===== config.mk =====
export PLATFORM = sky130hd
export DESIGN_NAME = mandelbrot_escape_time_unit
export DESIGN_NICKNAME = d
export VERILOG_FILES = /design/src/rtl/met_pkg.sv /design/src/rtl/met_mul.sv /design/src/rtl/mandelbrot_escape_time_unit.sv
export SDC_FILE = /design/constraint.sdc
export NUM_CORES = 2
export LEC_CHECK = 0
export BUFFER_PORTS_ARGS = -buffer_cell sky130_fd_sc_hd__buf_4
export CORE_AREA = 3 3 381 383
export DETAILED_ROUTE_END_ITERATION = 10
export DIE_AREA = 0 0 384 386
export GPL_ROUTABILITY_DRIVEN = 0
export PLACE_DENSITY_LB_ADDON = 0.08
export SETUP_SLACK_MARGIN = 0.02
export SLEW_MARGIN = 30
export SYNTH_ARGS = -nofsm -noshare
export SYNTH_HDL_FRONTEND = slang
export SYNTH_HIERARCHICAL = 1
export SYNTH_SLANG_ARGS = --single-unit

===== constraint.sdc =====
create_clock -name clk_i -period 14.3 [get_ports clk_i]
set_input_delay 0 -clock clk_i [delete_from_list [all_inputs] [get_ports clk_i]]
set_output_delay 0 -clock clk_i [all_outputs]
set_load 0.005 [all_outputs]

===== src/rtl/met_pkg.sv =====
`default_nettype none

package met_pkg;

  // Field widths and fixed-point format
  localparam int COORD_W    = 32;
  localparam int FRAC_W     = 28;
  localparam int IDX_W      = 10;
  localparam int ITER_W     = 16;
  localparam int SHIFT_W    = 4;
  localparam int COLOR_W    = 4;
  localparam int CFG_IDX_W  = 4;
  localparam int CFG_DATA_W = 16;

  // Full-width products and sums
  localparam int PROD_W  = 2 * COORD_W;
  localparam int SUM_W   = PROD_W + 1;
  // Bit position of 4.0 in the squared format
  localparam int ESC_BIT = 2 * FRAC_W + 2;

  // Register indexes
  localparam logic [CFG_IDX_W-1:0] REG_COLOR_SHIFT = CFG_IDX_W'(0);
  localparam logic [CFG_IDX_W-1:0] REG_ITER_LIMIT  = CFG_IDX_W'(1);

  // Register reset values
  localparam logic [SHIFT_W-1:0] COLOR_SHIFT_RST = SHIFT_W'(5);
  localparam logic [ITER_W-1:0]  ITER_LIMIT_RST  = ITER_W'(32768);

  typedef struct packed {
    logic [IDX_W-1:0]          col;
    logic [IDX_W-1:0]          row;
    logic signed [COORD_W-1:0] x_min;
    logic signed [COORD_W-1:0] y_min;
    logic signed [COORD_W-1:0] x_step;
    logic signed [COORD_W-1:0] y_step;
  } met_in_t;

  typedef struct packed {
    logic [ITER_W-1:0]  iter_count;
    logic               inside_set;
    logic [COLOR_W-1:0] color;
  } met_out_t;

  // Clamp a wide signed sum to the coordinate range
  function automatic logic signed [COORD_W-1:0] sat_coord(input logic signed [SUM_W-1:0] v);
    logic [SUM_W-COORD_W:0] upper;
    upper = v[SUM_W-1:COORD_W-1];
    if (upper == {(SUM_W-COORD_W+1){1'b0}} || upper == {(SUM_W-COORD_W+1){1'b1}}) begin
      return v[COORD_W-1:0];
    end else if (v[SUM_W-1]) begin
      return {1'b1, {(COORD_W-1){1'b0}}};
    end else begin
      return {1'b0, {(COORD_W-1){1'b1}}};
    end
  endfunction

endpackage

`default_nettype wire


===== src/rtl/met_mul.sv =====
`default_nettype none

module met_mul
  import met_pkg::*;
(
  input  wire logic                      clk_i,
  input  wire logic signed [COORD_W-1:0] a_i,
  input  wire logic signed [COORD_W-1:0] b_i,
  output logic signed [PROD_W-1:0]       prod_o
);

  logic signed [PROD_W-1:0] prod_q;

  // Full-width signed product, registered
  always_ff @(posedge clk_i) begin
    prod_q <= PROD_W'(a_i) * PROD_W'(b_i);
  end

  assign prod_o = prod_q;

endmodule

`default_nettype wire


===== src/rtl/mandelbrot_escape_time_unit.sv =====
// Escape-time pixel unit: one shared registered multiplier under a small sequencer.
// Steps: after an input transfer, S_CX and S_CY form the point, then each iteration runs
// S_TEST, S_FIXV, S_SQU and S_SQV until S_TEST finishes and registers the result.
// One pixel at a time; the next is taken the cycle after the result is registered.
// Reset: rst_ni clears the sequencer and output valid, color_shift to 5 and
// iteration_limit to 32768.
`default_nettype none

module mandelbrot_escape_time_unit
  import met_pkg::*;
#(
  parameter int MAX_ITER_LIMIT = 32768
) (
  input  wire logic                  clk_i,
  input  wire logic                  rst_ni,
  // pixel input
  input  wire logic                  in_valid_i,
  output logic                       in_stall_o,
  input  wire met_in_t               in_data_i,
  // result output
  output logic                       out_valid_o,
  input  wire logic                  out_stall_i,
  output met_out_t                   out_data_o,
  // register write
  input  wire logic                  cfg_valid_i,
  output logic                       cfg_ready_o,
  input  wire logic [CFG_IDX_W-1:0]  cfg_index_i,
  input  wire logic [CFG_DATA_W-1:0] cfg_data_i
);

  localparam logic [ITER_W:0] MAX_LIM = (ITER_W+1)'(MAX_ITER_LIMIT);

  typedef enum logic [2:0] {
    S_IDLE,
    S_CX,
    S_CY,
    S_TEST,
    S_FIXV,
    S_SQU,
    S_SQV
  } state_e;

  state_e state_q;

  logic               out_valid_q;
  met_out_t           out_q;
  logic [SHIFT_W-1:0] color_shift_q;
  logic [ITER_W-1:0]  iter_limit_q;

  // Datapath registers
  logic [IDX_W-1:0]          row_q;
  logic signed [COORD_W-1:0] x_min_q, y_min_q, y_step_q;
  logic signed [COORD_W-1:0] cx_q, cy_q, u_q, v_q;
  logic signed [PROD_W-1:0]  u2_q, diff_q;
  logic                      esc_q;
  logic [ITER_W-1:0]         k_q;

  logic signed [COORD_W-1:0] mul_a, mul_b;
  logic signed [PROD_W-1:0]  prod;
  logic signed [SUM_W-1:0]   cx_sum, cy_sum, nu_sum, nv_sum;
  logic [SUM_W-1:0]          mag;
  logic [ITER_W-1:0]         lim_eff;
  logic                      at_limit, finish;
  logic [COLOR_W-1:0]        color;

  // Shared multiplier
  met_mul u_mul (
    .clk_i  (clk_i),
    .a_i    (mul_a),
    .b_i    (mul_b),
    .prod_o (prod)
  );

  // Select multiplier operands for the next step
  always_comb begin
    unique case (state_q)
      S_IDLE: begin
        mul_a = signed'({{(COORD_W-IDX_W){1'b0}}, in_data_i.col});
        mul_b = in_data_i.x_step;
      end
      S_CX: begin
        mul_a = signed'({{(COORD_W-IDX_W){1'b0}}, row_q});
        mul_b = y_step_q;
      end
      S_TEST: begin
        mul_a = u_q;
        mul_b = v_q;
      end
      S_FIXV: begin
        mul_a = u_q;
        mul_b = u_q;
      end
      S_SQU: begin
        mul_a = v_q;
        mul_b = v_q;
      end
      default: begin
        mul_a = u_q;
        mul_b = v_q;
      end
    endcase
  end

  // Point, next z and escape arithmetic
  assign cx_sum = SUM_W'(x_min_q) + SUM_W'(prod);
  assign cy_sum = SUM_W'(y_min_q) + SUM_W'(prod);
  assign nv_sum = SUM_W'(prod >>> (FRAC_W - 1)) + SUM_W'(cy_q);
  assign nu_sum = SUM_W'(diff_q >>> FRAC_W) + SUM_W'(cx_q);
  assign mag    = {1'b0, u2_q} + {1'b0, prod};

  // Clamp the limit and decide termination
  assign lim_eff  = ((ITER_W+1)'(iter_limit_q) > MAX_LIM) ? MAX_LIM[ITER_W-1:0] : iter_limit_q;
  assign at_limit = (k_q == lim_eff);
  assign finish   = at_limit || esc_q;
  assign color    = at_limit ? '0 : COLOR_W'(k_q >> color_shift_q);

  // Datapath updates, no reset needed
  always_ff @(posedge clk_i) begin
    unique case (state_q)
      S_IDLE: begin
        row_q    <= in_data_i.row;
        x_min_q  <= in_data_i.x_min;
        y_min_q  <= in_data_i.y_min;
        y_step_q <= in_data_i.y_step;
      end
      S_CX: begin
        cx_q <= sat_coord(cx_sum);
      end
      S_CY: begin
        cy_q   <= sat_coord(cy_sum);
        u_q    <= '0;
        v_q    <= '0;
        diff_q <= '0;
        esc_q  <= 1'b0;
        k_q    <= '0;
      end
      S_TEST: begin
        if (!finish) begin
          u_q <= sat_coord(nu_sum);
          k_q <= k_q + ITER_W'(1);
        end
      end
      S_FIXV: begin
        v_q <= sat_coord(nv_sum);
      end
      S_SQU: begin
        u2_q <= prod;
      end
      S_SQV: begin
        diff_q <= u2_q - prod;
        esc_q  <= |mag[SUM_W-1:ESC_BIT];
      end
      default: begin
      end
    endcase
  end

  // Sequencer and registered result
  always_ff @(posedge clk_i or negedge rst_ni) begin
    if (!rst_ni) begin
      state_q     <= S_IDLE;
      out_valid_q <= 1'b0;
      out_q       <= '0;
    end else begin
      // Drop valid after a result transfer unless a new result lands now
      if (out_valid_q && !out_stall_i && !(state_q == S_TEST && finish)) begin
        out_valid_q <= 1'b0;
      end
      unique case (state_q)
        S_IDLE: begin
          if (in_valid_i) begin
            state_q <= S_CX;
          end
        end
        S_CX:   state_q <= S_CY;
        S_CY:   state_q <= S_TEST;
        S_TEST: begin
          if (!finish) begin
            state_q <= S_FIXV;
          end else if (!out_valid_q || !out_stall_i) begin
            // Hold here until the previous result has been taken
            out_q.iter_count <= k_q;
            out_q.inside_set <= at_limit;
            out_q.color      <= color;
            out_valid_q      <= 1'b1;
            state_q          <= S_IDLE;
          end
        end
        S_FIXV: state_q <= S_SQU;
        S_SQU:  state_q <= S_SQV;
        S_SQV:  state_q <= S_TEST;
        default: state_q <= S_IDLE;
      endcase
    end
  end

  // Configuration registers, ignore unknown indexes
  always_ff @(posedge clk_i or negedge rst_ni) begin
    if (!rst_ni) begin
      color_shift_q <= COLOR_SHIFT_RST;
      iter_limit_q  <= ITER_LIMIT_RST;
    end else if (cfg_valid_i) begin
      if (cfg_index_i == REG_COLOR_SHIFT) begin
        color_shift_q <= cfg_data_i[SHIFT_W-1:0];
      end else if (cfg_index_i == REG_ITER_LIMIT) begin
        iter_limit_q <= cfg_data_i[ITER_W-1:0];
      end
    end
  end

  assign in_stall_o  = (state_q != S_IDLE);
  assign out_valid_o = out_valid_q;
  assign out_data_o  = out_q;
  assign cfg_ready_o = 1'b1;

endmodule

`default_nettype wire


==> qor.tcl <==
set qor(synth.yosys.seq_area_share_pct) 18.23
set qor(synth_adder_area_share_pct) 39.60
set qor(crit_path_start_kind) {register}
set qor(die_x_um) 384
set qor(area_added_between_synthesis_and_finish_pct) 9.393
set qor(remaining_drc_errors) 0
set qor(path_clk_slew_ns) 0.07
set qor(hold_viol) 0
set qor(slew_headroom_pct) 30.41
set qor(min_path_type) {in -> reg}
set qor(drv_cap) 0
set qor(route.detailed.vias_per_inst) 5.868
set qor(floorplan.initialDensity_pct) 50.11
set qor(fmaxAchievable_mhz) 94.93
set qor(synth.net_count) 9422
set qor(clk-insertion-delay-late_ns) 0.65
set qor(critical_path.n_buffers_inverters) 5
set qor(tritoncts) {done}
set qor(groute.usage.overall_pct) 30.95
set qor(drtAntennaViolNets) 0
set qor(period_minus_slack_ns) 10.53
set qor(die_area_um2) 148200
set qor(coreArea_um2) 141800
set qor(timing.final.crit_share_pct) 73.66
set qor(finalSetupTns_ns) 0
set qor(synth_edf_count) 351
set qor(cts-root-buf) {sky130_fd_sc_hd__clkbuf_16}
set qor(syn_avg_cell_area_um2) 9.284
set qor(post_cts_buffers) 0
set qor(critPathArrivalTime_ns) 11.11
set qor(detailed_place_hpwl_um) 177900
set qor(postSynthRegisterBits) 460
set qor(routed_wirelength_um) 228000
set qor(fillCellCount) 12850
set qor(synth_unique_cells) 100
set qor(layout-drive-gt1-share_pct) 7.039
set qor(final_common_cell) {sky130_fd_sc_hd__inv_1}
set qor(fin_worst_skew_ns) 0.02966
set qor(timing.critical_path.slowest_cell_delay_ns) 0.85
set qor(grt_setup_unrepaired) {no}
set qor(portBuffers) 195
set qor(post_drt_wl_per_cell_um) 23.51
set qor(antenna_found_initial) 13
set qor(crit_slowest_cell) {sky130_fd_sc_hd__a22o_2}
set qor(globalRoute.totalOverflow) 0
set qor(synth_top_area_share_pct) 30.60
set qor(postSynthCellCount) 7652
set qor(finalMaxSlewViolations) 0
set qor(run_status) {finished, final reports clean}
set qor(ctsLongestPathBuffers) 3
set qor(cts_num_sinks) 460
set qor(most-common-layout-cells) {sky130_fd_sc_hd__inv_1, sky130_fd_sc_hd__fa_1, sky130_fd_sc_hd__nand2_1}
set qor(synth-main-ff-cell) {sky130_fd_sc_hd__edfxtp_1}
set qor(asyncSetResetFlopFracSynth_pct) 9.783
set qor(drt_pre_antenna_iters) 6
set qor(post_synth_mux_area_share_pct) 2.159
set qor(ctsHtreeMaxLevel) 2
set qor(grt_pass1_wl_um) 348500
set qor(drt_iter0_drc) 5013
set qor(compound_cell_area_share_of_the_yosys_netlist_pct) 12.92
set qor(worstPathRequired_ns) 14.87
set qor(cts_resized) 0
set qor(first_global_vias) 57190
set qor(synth_top_family_by_area) {adder cells}
set qor(dr_total_vias) 56900
set qor(vertical_die_dimension_um) 386
set qor(worstPathMaxFanout) 39
set qor(synth_warn) 6
set qor(netlist_top_cells_area) {sky130_fd_sc_hd__fa_1, sky130_fd_sc_hd__edfxtp_1, sky130_fd_sc_hd__ha_1, sky130_fd_sc_hd__inv_1, sky130_fd_sc_hd__and2_1}
set qor(worstMarginPinSlew_ns) 1.042
set qor(cts_hold_repair.buffers) 132
set qor(design.portCount) 197
set qor(critPathKind) {reg -> reg}
set qor(std_cell_rows) 138
set qor(synth_top_area_cell) {sky130_fd_sc_hd__fa_1}
set qor(worst_path_most_repeated_cell) {sky130_fd_sc_hd__fa_1}
set qor(tritoncts.num_buffers) 52
set qor(grt_start_max_net_pins) 65
set qor(timing.critical_path.max_delay_family) {adder cells}
set qor(setup.worst_path.end_class) {register}
set qor(synth_simple_gate_area_share_pct) 15.69
set qor(synthXorXnorAreaFrac_pct) 3.415
set qor(layout.nets) 9526
set qor(report.final.setup_viol) 0
set qor(syn_area_um2) 71040
sequential cells by signal (all words and copies together) (netlist names), 10 cells and up:
register	flops
cx_q	32
cy_q	32
u_q	32
y_step_q	32
row_q	10
v_q	32
diff_q	36
out_data_o	21
u2_q	64
iter_limit_q	16
y_min_q	32
u_mul/prod_o	64
k_q	16
x_min_q	32
synthesized netlist by cell type, drive strengths merged (73+ instances only):
cell	n
ha	511
clkbuf	341
xnor2	171
mux2i	88
o21bai	73
nand4	81
inv	1119
a21oi	426
nand2	804
nor2	360
nor3	82
xor2	106
edfxtp	351
fa	1086
nand3	74
and2	536
o21ai	349
a21o	182
worst register-to-register path, cell delays in order, from the launching register on:
cell and delay [ns]:
sky130_fd_sc_hd__dfrtp_2 0.34, sky130_fd_sc_hd__buf_4 0.44, sky130_fd_sc_hd__inv_1 0.47, sky130_fd_sc_hd__nor3_2 0.58, sky130_fd_sc_hd__buf_4 0.40, sky130_fd_sc_hd__a22o_2 0.86
sky130_fd_sc_hd__and2_1 0.29, sky130_fd_sc_hd__fa_1 0.47, sky130_fd_sc_hd__fa_1 0.56, sky130_fd_sc_hd__inv_1 0.06, sky130_fd_sc_hd__fa_1 0.50, sky130_fd_sc_hd__fa_1 0.52
sky130_fd_sc_hd__inv_1 0.05, sky130_fd_sc_hd__fa_1 0.57, sky130_fd_sc_hd__fa_1 0.43, sky130_fd_sc_hd__fa_1 0.58, sky130_fd_sc_hd__fa_1 0.48, sky130_fd_sc_hd__ha_1 0.52
sky130_fd_sc_hd__nand3_1 0.20, sky130_fd_sc_hd__nor2_1 0.29, sky130_fd_sc_hd__nand4_1 0.15, sky130_fd_sc_hd__a211oi_1 0.62, sky130_fd_sc_hd__o21ai_1 0.27, sky130_fd_sc_hd__a21o_1 0.26
sky130_fd_sc_hd__a211oi_1 0.29, sky130_fd_sc_hd__a211o_1 0.16, sky130_fd_sc_hd__xor2_1 0.14
worst paths after layout:
path                                     start                to  slack [ns]  cells past startpoint
worst max-delay path                state_q[0]  u_mul/prod_o[60]        3.77                     26
worst min-delay path             in_data_i[27]      y_step_q[27]        0.05                      2
worst max register to register      state_q[0]  u_mul/prod_o[60]        3.77                     26
worst min register to register  out_data_o[12]    out_data_o[12]        0.49                      2
max in group asynchronous               rst_ni        state_q[1]       13.54                      4
min in group asynchronous               rst_ni  color_shift_q[2]        0.47                      3
kinds of logic (layout without fill, tap and decap cells):
group / count (synthesis) / after routing
adders and majority gates: 1597 / 1597
DFF: 460 / 460
buffers and inverters: 1496 / 1643
AOI/OAI and AO/OA: 1444 / 1444
and+or+nand+nor: 2240 / 2240
other: 1 / 9
muxes: 137 / 137
xor gates and xnor gates: 277 / 277
final cells by class:
class                      count  area (um^2)  share of cell area (%)
clock inverter                33        334.1                  0.4299
antenna                        8        20.02                 0.02576
inverter                    1119         4200                   5.405
tap                         1890         2365                   3.043
clock buffer                  64         1440                   1.853
sequential                   460        12960                   16.68
multi-input combinational   5696        52770                   67.90
timing repair buffer         427         3630                   4.671
routing by layer:
metal  vias up  wire length [um]  global-route usage (%)  part of all wire, %
met5         -                 0                       0                    0
met4         0              7857                   9.552                  3.4
met3       352             20760                   5.874                  9.1
met2      2405             99140                   46.91                   43
met1     28720            100200                   44.91                   44
li1      25420                 -                       -                    -
through the flow:
step	setup WS [ns]	instances	util, %	instance area [um^2]	hold slack (ns)
2_1_floorplan	4.296	7652	-	71040	-0.2956
3_3_place_gp	3.611	9456	52.52	74460	0.08208
3_5_place_dp	3.992	9460	52.60	74560	0.08235
6_report	3.766	9697	54.82	77710	0.05307
4_1_cts	3.921	9689	54.79	77680	0.01739
5_1_grt	3.309	9693	54.81	77700	0.04672
Power is not shown: default switching activity piles up to over one toggle a cycle in this logic, so the estimate is an artifact.
